### src/hw/rtl/srpf_pkg.sv
`timescale 1ns / 1ps
`default_nettype none

package srpf_pkg;

    localparam int DEF_NUM_SETS    = 2048;
    localparam int DEF_NUM_WAYS    = 16;
    localparam int DEF_SIG_ENTRIES = 4096;

    localparam int SET_FIELD_W = 11;
    localparam int WAY_FIELD_W = 4;
    localparam int PC_W        = 24;
    localparam int SIG_W       = 12;
    localparam int RR_W        = 2;
    localparam int CNT_W       = 8;

    localparam logic [RR_W-1:0]  RR_MAX      = 2'd3;
    localparam logic [CNT_W-1:0] CNT_MAX     = 8'd255;
    localparam logic [CNT_W-1:0] THR_RESET   = 8'd1;

    localparam logic KIND_VICTIM = 1'b0;
    localparam logic KIND_UPDATE = 1'b1;

    localparam int S_TDATA_W = 40;
    localparam int M_TDATA_W = 8;

    typedef enum logic [5:0] {
        S_CLEAR = 6'b000001,
        S_IDLE  = 6'b000010,
        S_MOD   = 6'b000100,
        S_READ  = 6'b001000,
        S_ROW   = 6'b010000,
        S_CNT   = 6'b100000
    } state_t;

    // address width of a memory, at least one bit
    function automatic int addr_w(input int depth);
        return (depth > 1) ? $clog2(depth) : 1;
    endfunction

endpackage

`default_nettype wire

### src/hw/rtl/srpf_ram.sv
`timescale 1ns / 1ps
`default_nettype none

module srpf_ram
    import srpf_pkg::*;
#(
    parameter int WIDTH = 8,
    parameter int DEPTH = 16
) (
    input  wire logic                      aclk,
    input  wire logic                      we,
    input  wire logic [addr_w(DEPTH)-1:0]  waddr,
    input  wire logic [WIDTH-1:0]          wdata,
    input  wire logic                      re,
    input  wire logic [addr_w(DEPTH)-1:0]  raddr,
    output logic      [WIDTH-1:0]          rdata
);

    logic [WIDTH-1:0] mem [DEPTH];

    always_ff @(posedge aclk) begin
        if (we) begin
            mem[waddr] <= wdata;
        end
        if (re) begin
            rdata <= mem[raddr];
        end
    end

endmodule

`default_nettype wire

### config.mk
export PLATFORM = sky130hd
export DESIGN_NAME = srpf_ram
export DESIGN_NICKNAME = d
export VERILOG_FILES = /design/src/hw/rtl/srpf_pkg.sv /design/src/hw/rtl/srpf_ram.sv
export SDC_FILE = /design/constraint.sdc
export NUM_CORES = 1
export LEC_CHECK = 0
export ABC_CLOCK_PERIOD_IN_PS = 5700
export BUFFER_PORTS_ARGS = -buffer_cell sky130_fd_sc_hd__buf_4
export CAP_MARGIN = 10
export CORE_MARGIN = 4
export CORE_UTILIZATION = 55
export DETAILED_ROUTE_END_ITERATION = 12
export PLACE_DENSITY = 0.83
export SYNTH_ARGS = -nofsm -noshare
export SYNTH_HDL_FRONTEND = slang
export SYNTH_SLANG_ARGS = --single-unit
### constraint.sdc
create_clock -name aclk -period 5.7 [get_ports aclk]
set_input_delay 1.14 -clock aclk [delete_from_list [all_inputs] [get_ports aclk]]
set_output_delay 1.14 -clock aclk [all_outputs]
set_load 0.1 [all_outputs]
==> results of run 1 <==
## layout make-up
type	count	area, sq um	share of cell area, %
Sequential cell	136	4084	66.91
Multi-Input combinational cell	83	1057	17.32
Clock buffer	18	417.9	6.847
Timing Repair Buffer	30	225.2	3.690
Tap cell	129	161.4	2.645
Clock inverter	14	157.7	2.583
## path summary, 6_finish.rpt
check	depth (start not counted)	to	start	slack [ns]
worst max-delay path	4	rdata[3]	raddr[0]	3.29
worst min-delay path	3	rdata[5]	mem[6][5]	0.76
worst max register to register	3	rdata[3]	mem[2][3]	4.08
worst min register to register	3	rdata[5]	mem[6][5]	0.76
## state kept, by name (all words and copies together), names as in the netlist
signal,count
mem,128
rdata,8
## through the flow
step / setup slack (ns) / total power (uW)
finish: 3.294 / 2331
global route: 3.209 / 2386
CTS: 3.098 / 2338
detailed placement: 2.561 / 1291
global placement: 2.737 / 1286
floorplan: 3.067 / 1244
## power by group
part	internal (uW)	switching, uW
clock network	659	401
registers	1130	6.78
logic	45.7	91.8
total	1830	499
## cells by family after synthesis
group	count (synthesis)	share of synthesized area, %
compound gates	16	2.298
buf+inv	10	1.651
flops	136	78.12
mux	32	14.79
simple gates	35	3.136
## per-layer routing
layer / global-route usage [%] / wire [microns]
met1: 27.33 / 3985
met2: 30.78 / 5310
met3: 5.144 / 773
met4: 7.123 / 189
met5: 0 / 0
## worst min-delay path, stage by stage, from the launching register on
cell and delay (ns):
edfxtp_1 0.31, mux4_2 0.22, a22oi_1 0.06, nand2_1 0.06
## synthesized netlist by cell type, drive strengths merged
cell	instances	area share (%)
a22oi	16	2.3
and2b	1	0.14
and2	1	0.12
mux4	32	15
nand3	1	0.096
nand3b	2	0.29
clkdlybuf4s25	3	0.57
nand2	9	0.65
nor3	4	0.38
or3b	1	0.17
buf	7	1.1
nor2b	1	0.12
nor2	13	0.93
edfxtp	136	78
nand2b	2	0.24
==> reports/results.tsv, run 1 <==
metric	value	unit
FF+latch count, synth	136	
# placed instances	377	
VDD IR-drop max	0.0002041	V
Yosys cell types	18	
Tmin final	2.406	ns
Initial Util	56.57	%
fin area	0.006103	sq mm
vias per cell	6.122	
post-layout util	66.05	%
total number of vias	2510	
synth warn	0	
Root Driver	clkbuf_8	
Total Routing Usage GR	19.74	%
commonest cells after routing, fill and taps aside	edfxtp_1, buf_4, mux4_2	
critical path's slowest cell	mux4_1	
per-cell routed wire length	25.02	microns
Tightest Pin Transition	0.9751	ns
Die X	105.5	microns
Chip Height	105.5	microns
CP Class	in -> reg	
DRT antenna net count	0	
worst skew pair latency	0.52	ns
Crit. End Element	flip-flop	
WP data arrival	2.66	ns
CP delay by family, top	multiplexers	
I/O pin cnt	27	
DR iter-0 viols	293	
max_cap viols	0	
Nets	287	
largest net degree at the start of global routing	33	
Overflow after GRT	0	
TritonCTS clock tree	built	
crit-path max FO	32	
H-tree depth	4	
die area	0.01113	sq mm
Num CTS Buffers	17	
Hold WC Path Type	reg -> reg	
required time of the critical path	5.95	ns
cell row count	35	
first-pass GRT wire length	15500	microns
placer congestion estimate	0.7475	
initial antenna violation count	0	
setup tns final	0	ns
Post-Route WL	10260	microns
Filler cells	553	
number of setup violations in the final report	0	
CP bufs+invs	1	
RSZ-0062 raised after global routing	false	
n_diodes	0	
Setup Buffers After CTS	0	
Hold Vio Cnt, Final	0	
Post-DP HPWL	5752	microns
final hold slack	0.7583	ns
Post-CTS Resized	0	
Placed Area	0.005520	sq mm
sequential share of the synthesized area	78.12	%
Area Growth Syn to Fin	16.75	%
DRC	0	
fraction of layout cells with a size suffix above 1	27.05	%
leakage power	0.002019	uW
Cell Chain, Critical Path	buf_4 -> mux4_1 -> a22oi_1 -> nand2_1	
status	complete, no violations	
Post-Syn Nets	248	
f_max	0.4156	GHz
Pre-Repair DR Iteration Count	4	
port buffer count	26	
Synth Instances	229	
CTS max path bufs	2	
Critical Path Start Type	input port	
Tcrit/Tclk final	42.22	%
power density over cell area	382.0	mW/mm^2
clock slew at reported path FFs	0.06	ns
core area	0.009240	sq mm
Rel. slew slack	34.76	%
final cell count without fillers	410	
delay of the slowest cell on the worst path	0.70	ns
max-slew violation count	0	
leading cell type in the layout, fill and taps excluded	edfxtp_1	
Syn Std Cell Area	0.005228	sq mm
worst clock skew	0.006989	ns
vias in the first global route	2564	
clk sinks	136	
# hold bufs at CTS	0	
average footprint of a synthesized cell	22.83	sq um
No activity file was read; power rests on OpenSTA's default activity.
==> run 2, diff against run 1 <==
--- a/config.mk
+++ b/config.mk
@@ -5,7 +5,7 @@
 export SDC_FILE = /design/constraint.sdc
 export NUM_CORES = 1
 export LEC_CHECK = 0
-export ABC_CLOCK_PERIOD_IN_PS = 5700
+export ABC_CLOCK_PERIOD_IN_PS = 2300
 export BUFFER_PORTS_ARGS = -buffer_cell sky130_fd_sc_hd__buf_4
 export CAP_MARGIN = 10
 export CORE_MARGIN = 4
==> constraint.sdc (replaced) <==
create_clock -name aclk -period 2.3 [get_ports aclk]
set_input_delay 0.46 -clock aclk [delete_from_list [all_inputs] [get_ports aclk]]
set_output_delay 0.46 -clock aclk [all_outputs]
set_load 0.1 [all_outputs]
==> run 2 against run 1 <==
Setup slack got worse by 2.6 ns. Register-to-register slack lost 3.3 ns. Flip-flop and latch count did not move. Via count is 0.24% higher. Largest cell class unchanged. Highest routed layer unchanged.
==> reports/results.tsv, run 2 (same netlist as run 1, synthesis figures left out) <==
metric	value	unit
status	complete, no violations	
Root Driver	clkbuf_8	
f_max	0.6077	GHz
Cell Chain, Critical Path	buf_4	
I/O pin cnt	27	
CP Class	reg -> out	
# hold bufs at CTS	0	
Hold Vio Cnt, Final	0	
VDD IR-drop max	0.0004517	V
clock slew at reported path FFs	0.06	ns
required time of the critical path	1.84	ns
vias per cell	5.920	
Overflow after GRT	0	
leading cell type in the layout, fill and taps excluded	edfxtp_1	
Total Routing Usage GR	20.08	%
total power	5941	uW
vias in the first global route	2579	
per-cell routed wire length	24.05	microns
Post-CTS Resized	0	
setup tns final	0	ns
commonest cells after routing, fill and taps aside	edfxtp_1, buf_4, mux4_2	
crit-path max FO	1	
CP delay by family, top	flip-flops	
Rel. slew slack	52.50	%
RSZ-0062 raised after global routing	false	
largest registers	mem x128, rdata x8	
crit path to	rdata[0]	
Die X	105.5	microns
TritonCTS clock tree	built	
H-tree depth	4	
DRT antenna net count	0	
area taken by multi-input logic gates	0.001057	sq mm
critical path depth	1	
Tightest Pin Transition	0.7110	ns
port buffer count	26	
first-pass GRT wire length	15710	microns
Most Crowded Layer GR	met2	
Largest Register	mem	
n_diodes	0	
Critical Path Start Type	flip-flop	
Area Growth Syn to Fin	20.20	%
worst skew pair latency	0.51	ns
placer congestion estimate	0.7467	
WP data arrival	1.19	ns
DRC	0	
worst clock skew	0.009646	ns
Tmin final	1.646	ns
critical path's slowest cell	edfxtp_1	
global routing usage on met1	27.19	%
Filler cells	534	
clk sinks	136	
Initial Util	56.57	%
Pre-Repair DR Iteration Count	5	
CTS max path bufs	2	
worst reg2reg endpoint	rdata[7]	
Reg2Reg Launch Point	mem[11][7]	
DR iter-0 viols	256	
Hold WC Path Type	in -> reg	
CP bufs+invs	1	
Crit. End Element	output pin	
total number of vias	2516	
Post-DP HPWL	6013	microns
power density over cell area	945.4	mW/mm^2
Nets	302	
largest net degree at the start of global routing	33	
number of setup violations in the final report	0	
leakage power	0.002135	uW
max reg flops	128	
fraction of layout cells with a size suffix above 1	31.76	%
met3 track demand over resource	5.266	%
register area	0.004084	sq mm
cell row count	35	
Setup Buffers After CTS	0	
Tcrit/Tclk final	71.55	%
R2R depth	3	
delay of the slowest cell on the worst path	0.37	ns
core area	0.009240	sq mm
R2R setup slack	0.76	ns
start point of the critical path	rdata[0]	
die area	0.01113	sq mm
initial antenna violation count	0	
max-slew violation count	0	
Chip Height	105.5	microns
max_cap viols	0	
Num CTS Buffers	17	
M2 GR Usage	31.33	%
Post-Route WL	10220	microns
==> run 2: worst min path at each step <==
stage,startpoint,to,slack [ns],cells after the start
final,re,rdata[2],0.25,1
after global routing,re,rdata[2],0.25,1
after CTS,wdata[3],mem[14][3],0.23,1
after detailed placement,mem[8][2],rdata[2],0.74,3
after global placement,mem[8][1],rdata[1],0.73,3
after floorplan,wdata[0],mem[0][0],0.56,0
==> run 2: where the power goes <==
group / total, uW / switching (uW) / internal (uW)
clock: 2770 / 1010 / 1770
sequential: 2810 / 16.1 / 2790
combinational: 357 / 231 / 126
==> run 2: cell type report <==
class / instances / area share (%)
Clock buffer: 18 / 6.651
Tap cell: 129 / 2.569
Clock inverter: 14 / 3.186
Timing Repair Buffer: 45 / 5.775
Sequential cell: 136 / 64.99
Multi-Input combinational cell: 83 / 16.83
==> run 2: layer usage <==
metal	up-vias	wire, microns
met5	-	0
met4	0	173
met3	11	559
met2	93	5234
met1	1322	4255
li1	1090	-
==> run 2: stage by stage <==
step / hold WS (ns) / util (%) / area, sq um / cells / setup WS, ns
after detailed placement: 0.7434 / 61.31 / 5665 / 393 / 0.2300
after global routing: 0.2454 / 68.00 / 6284 / 425 / 0.6093
final: 0.2514 / 68.00 / 6284 / 425 / 0.6544
after floorplan: 0.5589 / - / 5228 / 229 / 0.3471
after global placement: 0.7314 / 61.31 / 5665 / 393 / 0.2368
after CTS: 0.2311 / 68.00 / 6284 / 425 / 0.6092
==> run 3, diff against run 2 <==
--- a/config.mk
+++ b/config.mk
@@ -5,13 +5,13 @@
 export SDC_FILE = /design/constraint.sdc
 export NUM_CORES = 1
 export LEC_CHECK = 0
-export ABC_CLOCK_PERIOD_IN_PS = 2300
+export ABC_CLOCK_PERIOD_IN_PS = 1400
 export BUFFER_PORTS_ARGS = -buffer_cell sky130_fd_sc_hd__buf_4
 export CAP_MARGIN = 10
 export CORE_MARGIN = 4
-export CORE_UTILIZATION = 55
+export CORE_UTILIZATION = 54
 export DETAILED_ROUTE_END_ITERATION = 12
-export PLACE_DENSITY = 0.83
+export PLACE_DENSITY = 0.84
 export SYNTH_ARGS = -nofsm -noshare
 export SYNTH_HDL_FRONTEND = slang
 export SYNTH_SLANG_ARGS = --single-unit
==> constraint.sdc (replaced) <==
create_clock -name aclk -period 1.4 [get_ports aclk]
set_input_delay 0.28 -clock aclk [delete_from_list [all_inputs] [get_ports aclk]]
set_output_delay 0.28 -clock aclk [all_outputs]
set_load 0.1 [all_outputs]
==> run 3 against run 2 <==
The run now ends with negative setup slack left. Core utilization rose by 1.8 points. Clock power rose by 68%. Wire length grew 2.8%. Sequential power increased by 64%. First-iteration DRC count fell by 22%. Sequential share of layout area decreased by 2.3 points. Largest power group is now clock.
==> reports/results.tsv, run 3 (same netlist as run 1, synthesis figures left out) <==
metric	value	unit
Initial Util	56.04	%
max reg flops	128	
R2R depth	3	
per-cell routed wire length	24.37	microns
port buffer count	26	
Rel. slew slack	25.30	%
max_cap viols	0	
delay of the slowest cell on the worst path	0.43	ns
vias in the first global route	2714	
DRC	0	
CP Class	reg -> out	
Post-Route WL	10510	microns
crit-path max FO	1	
I/O pin cnt	27	
H-tree depth	4	
worst reg2reg endpoint	rdata[7]	
Post-DP HPWL	6152	microns
hold path depth	1	
post-layout util	69.81	%
DRT antenna net count	0	
Die X	106.4	microns
critical path depth	1	
leakage power	0.002176	uW
internal power	7897	uW
cell row count	35	
n_diodes	0	
fraction of layout cells with a size suffix above 1	43.38	%
status	finished with violations	
critical path's slowest cell	edfxtp_1	
CTS max path bufs	2	
f_max	0.6947	GHz
WP data arrival	1.16	ns
area taken by multi-input logic gates	0.001112	sq mm
largest registers	mem x128, rdata x8	
final setup margin	-0.03948	ns
CP delay by family, top	flip-flops	
# hold bufs at CTS	0	
worst clock skew	0.005033	ns
total power	9942	uW
die area	0.01132	sq mm
Tightest Pin Transition	1.118	ns
clock slew at reported path FFs	0.06	ns
Tmin final	1.439	ns
Total Routing Usage GR	20.32	%
Cell Chain, Critical Path	buf_6	
Comb pwr share	6.8	%
total number of vias	2514	
Pre-Repair DR Iteration Count	4	
CP bufs+invs	1	
max-slew violation count	0	
worst skew pair latency	0.51	ns
register area	0.004084	sq mm
Critical Path Start Type	flip-flop	
Chip Height	106.4	microns
initial antenna violation count	0	
Setup Buffers After CTS	0	
Hold Vio Cnt, Final	0	
violated checks	negative setup slack	
Overflow after GRT	0	
clk sinks	136	
Filler cells	536	
power density over cell area	1527	mW/mm^2
Reg2Reg Launch Point	mem[3][7]	
Sw Share	20.57	%
Area Growth Syn to Fin	24.56	%
R2R setup slack	-0.02	ns
Crit. End Element	output pin	
first-pass GRT wire length	16120	microns
Root Driver	clkbuf_8	
largest net degree at the start of global routing	20	
Nets	309	
VDD IR-drop max	0.0007962	V
placer congestion estimate	0.7559	
Largest Register	mem	
hold_sp	wdata[0]	
Num CTS Buffers	17	
DR iter-0 viols	200	
Tcrit/Tclk final	102.8	%
Hold WC Path Type	in -> reg	
final hold slack	0.07204	ns
Clock power frac	46.8	%
RSZ-0062 raised after global routing	true	
required time of the critical path	1.12	ns
TritonCTS clock tree	built	
vias per cell	5.833	
leading cell type in the layout, fill and taps excluded	edfxtp_1	
number of setup violations in the final report	5	
fin area	0.006511	sq mm
commonest cells after routing, fill and taps aside	edfxtp_1, buf_4, mux4_2	
Placed Area	0.005799	sq mm
Seq pwr share	46.5	%
hold endpoint	mem[5][0]	
total net switching power	2045	uW
core area	0.009328	sq mm
run 3: changes by cell type in the layout (fill, tap and decap cells not counted), moves of 2 or more:
cell / previous run / this run
a22oi_2: 0 / 13
clkinv_4: 6 / 2
buf_6: 0 / 8
buf_12: 2 / 9
mux4_1: 14 / 3
nor3_2: 0 / 2
nor2_1: 13 / 10
nor2_2: 0 / 3
nor3_1: 4 / 1
buf_4: 43 / 35
mux4_2: 18 / 29
clkinv_2: 0 / 4
a22oi_1: 16 / 3
run 3: power by group through the flow:
stage | clock network (uW) | registers, uW | logic, uW
finish | 4650 | 4620 | 671
global route | 4910 | 4630 | 706
CTS | 4690 | 4620 | 667
detailed placement | 0 | 4700 | 628
global placement | 0 | 4690 | 612
floorplan | 0 | 4840 | 254
run 3: what timing repair did:
action                     CTS  global route
setup endpoints to repair   15            16
gates resized for setup     17             5
pin swaps                    1             6
run 3: cell type report:
type,count,share of cell area (%)
tap,129,2.479
sequential,136,62.72
clock buffer,17,6.360
timing repair buffer,52,8.186
multi-input combinational,83,17.08
clock inverter,14,3.171
run 3: per-stage QoR:
stage               instances  worst slack [ns]  setup TNS (ns)
floorplan                 229          -0.09898         -0.6768
global placement          400           -0.3117          -3.381
detailed placement        400           -0.3333          -4.145
CTS                       431          -0.07152         -0.2070
global route              431          -0.09401         -0.5462
finish                    431          -0.03948        -0.09712
run 3: how the worst max path moves through the flow:
stage / start / end / slack [ns]
finish: rdata[4] / rdata[4] / -0.04
global placement: raddr[0] / rdata[6] / -0.31
global route: rdata[4] / rdata[4] / -0.09
floorplan: raddr[0] / rdata[2] / -0.1
detailed placement: raddr[0] / rdata[0] / -0.33
CTS: rdata[4] / rdata[4] / -0.07
run 3: layer usage:
layer / GRT usage, % / routed length (microns) / vias to the layer above / part of all wire [%]
met3: 5.161 / 869 / 9 / 8.3
met2: 32.90 / 5387 / 112 / 51
met4: 6.753 / 125 / 0 / 1.2
met1: 27.26 / 4123 / 1305 / 39
li1: - / - / 1088 / -
met5: 0 / 0 / - / 0
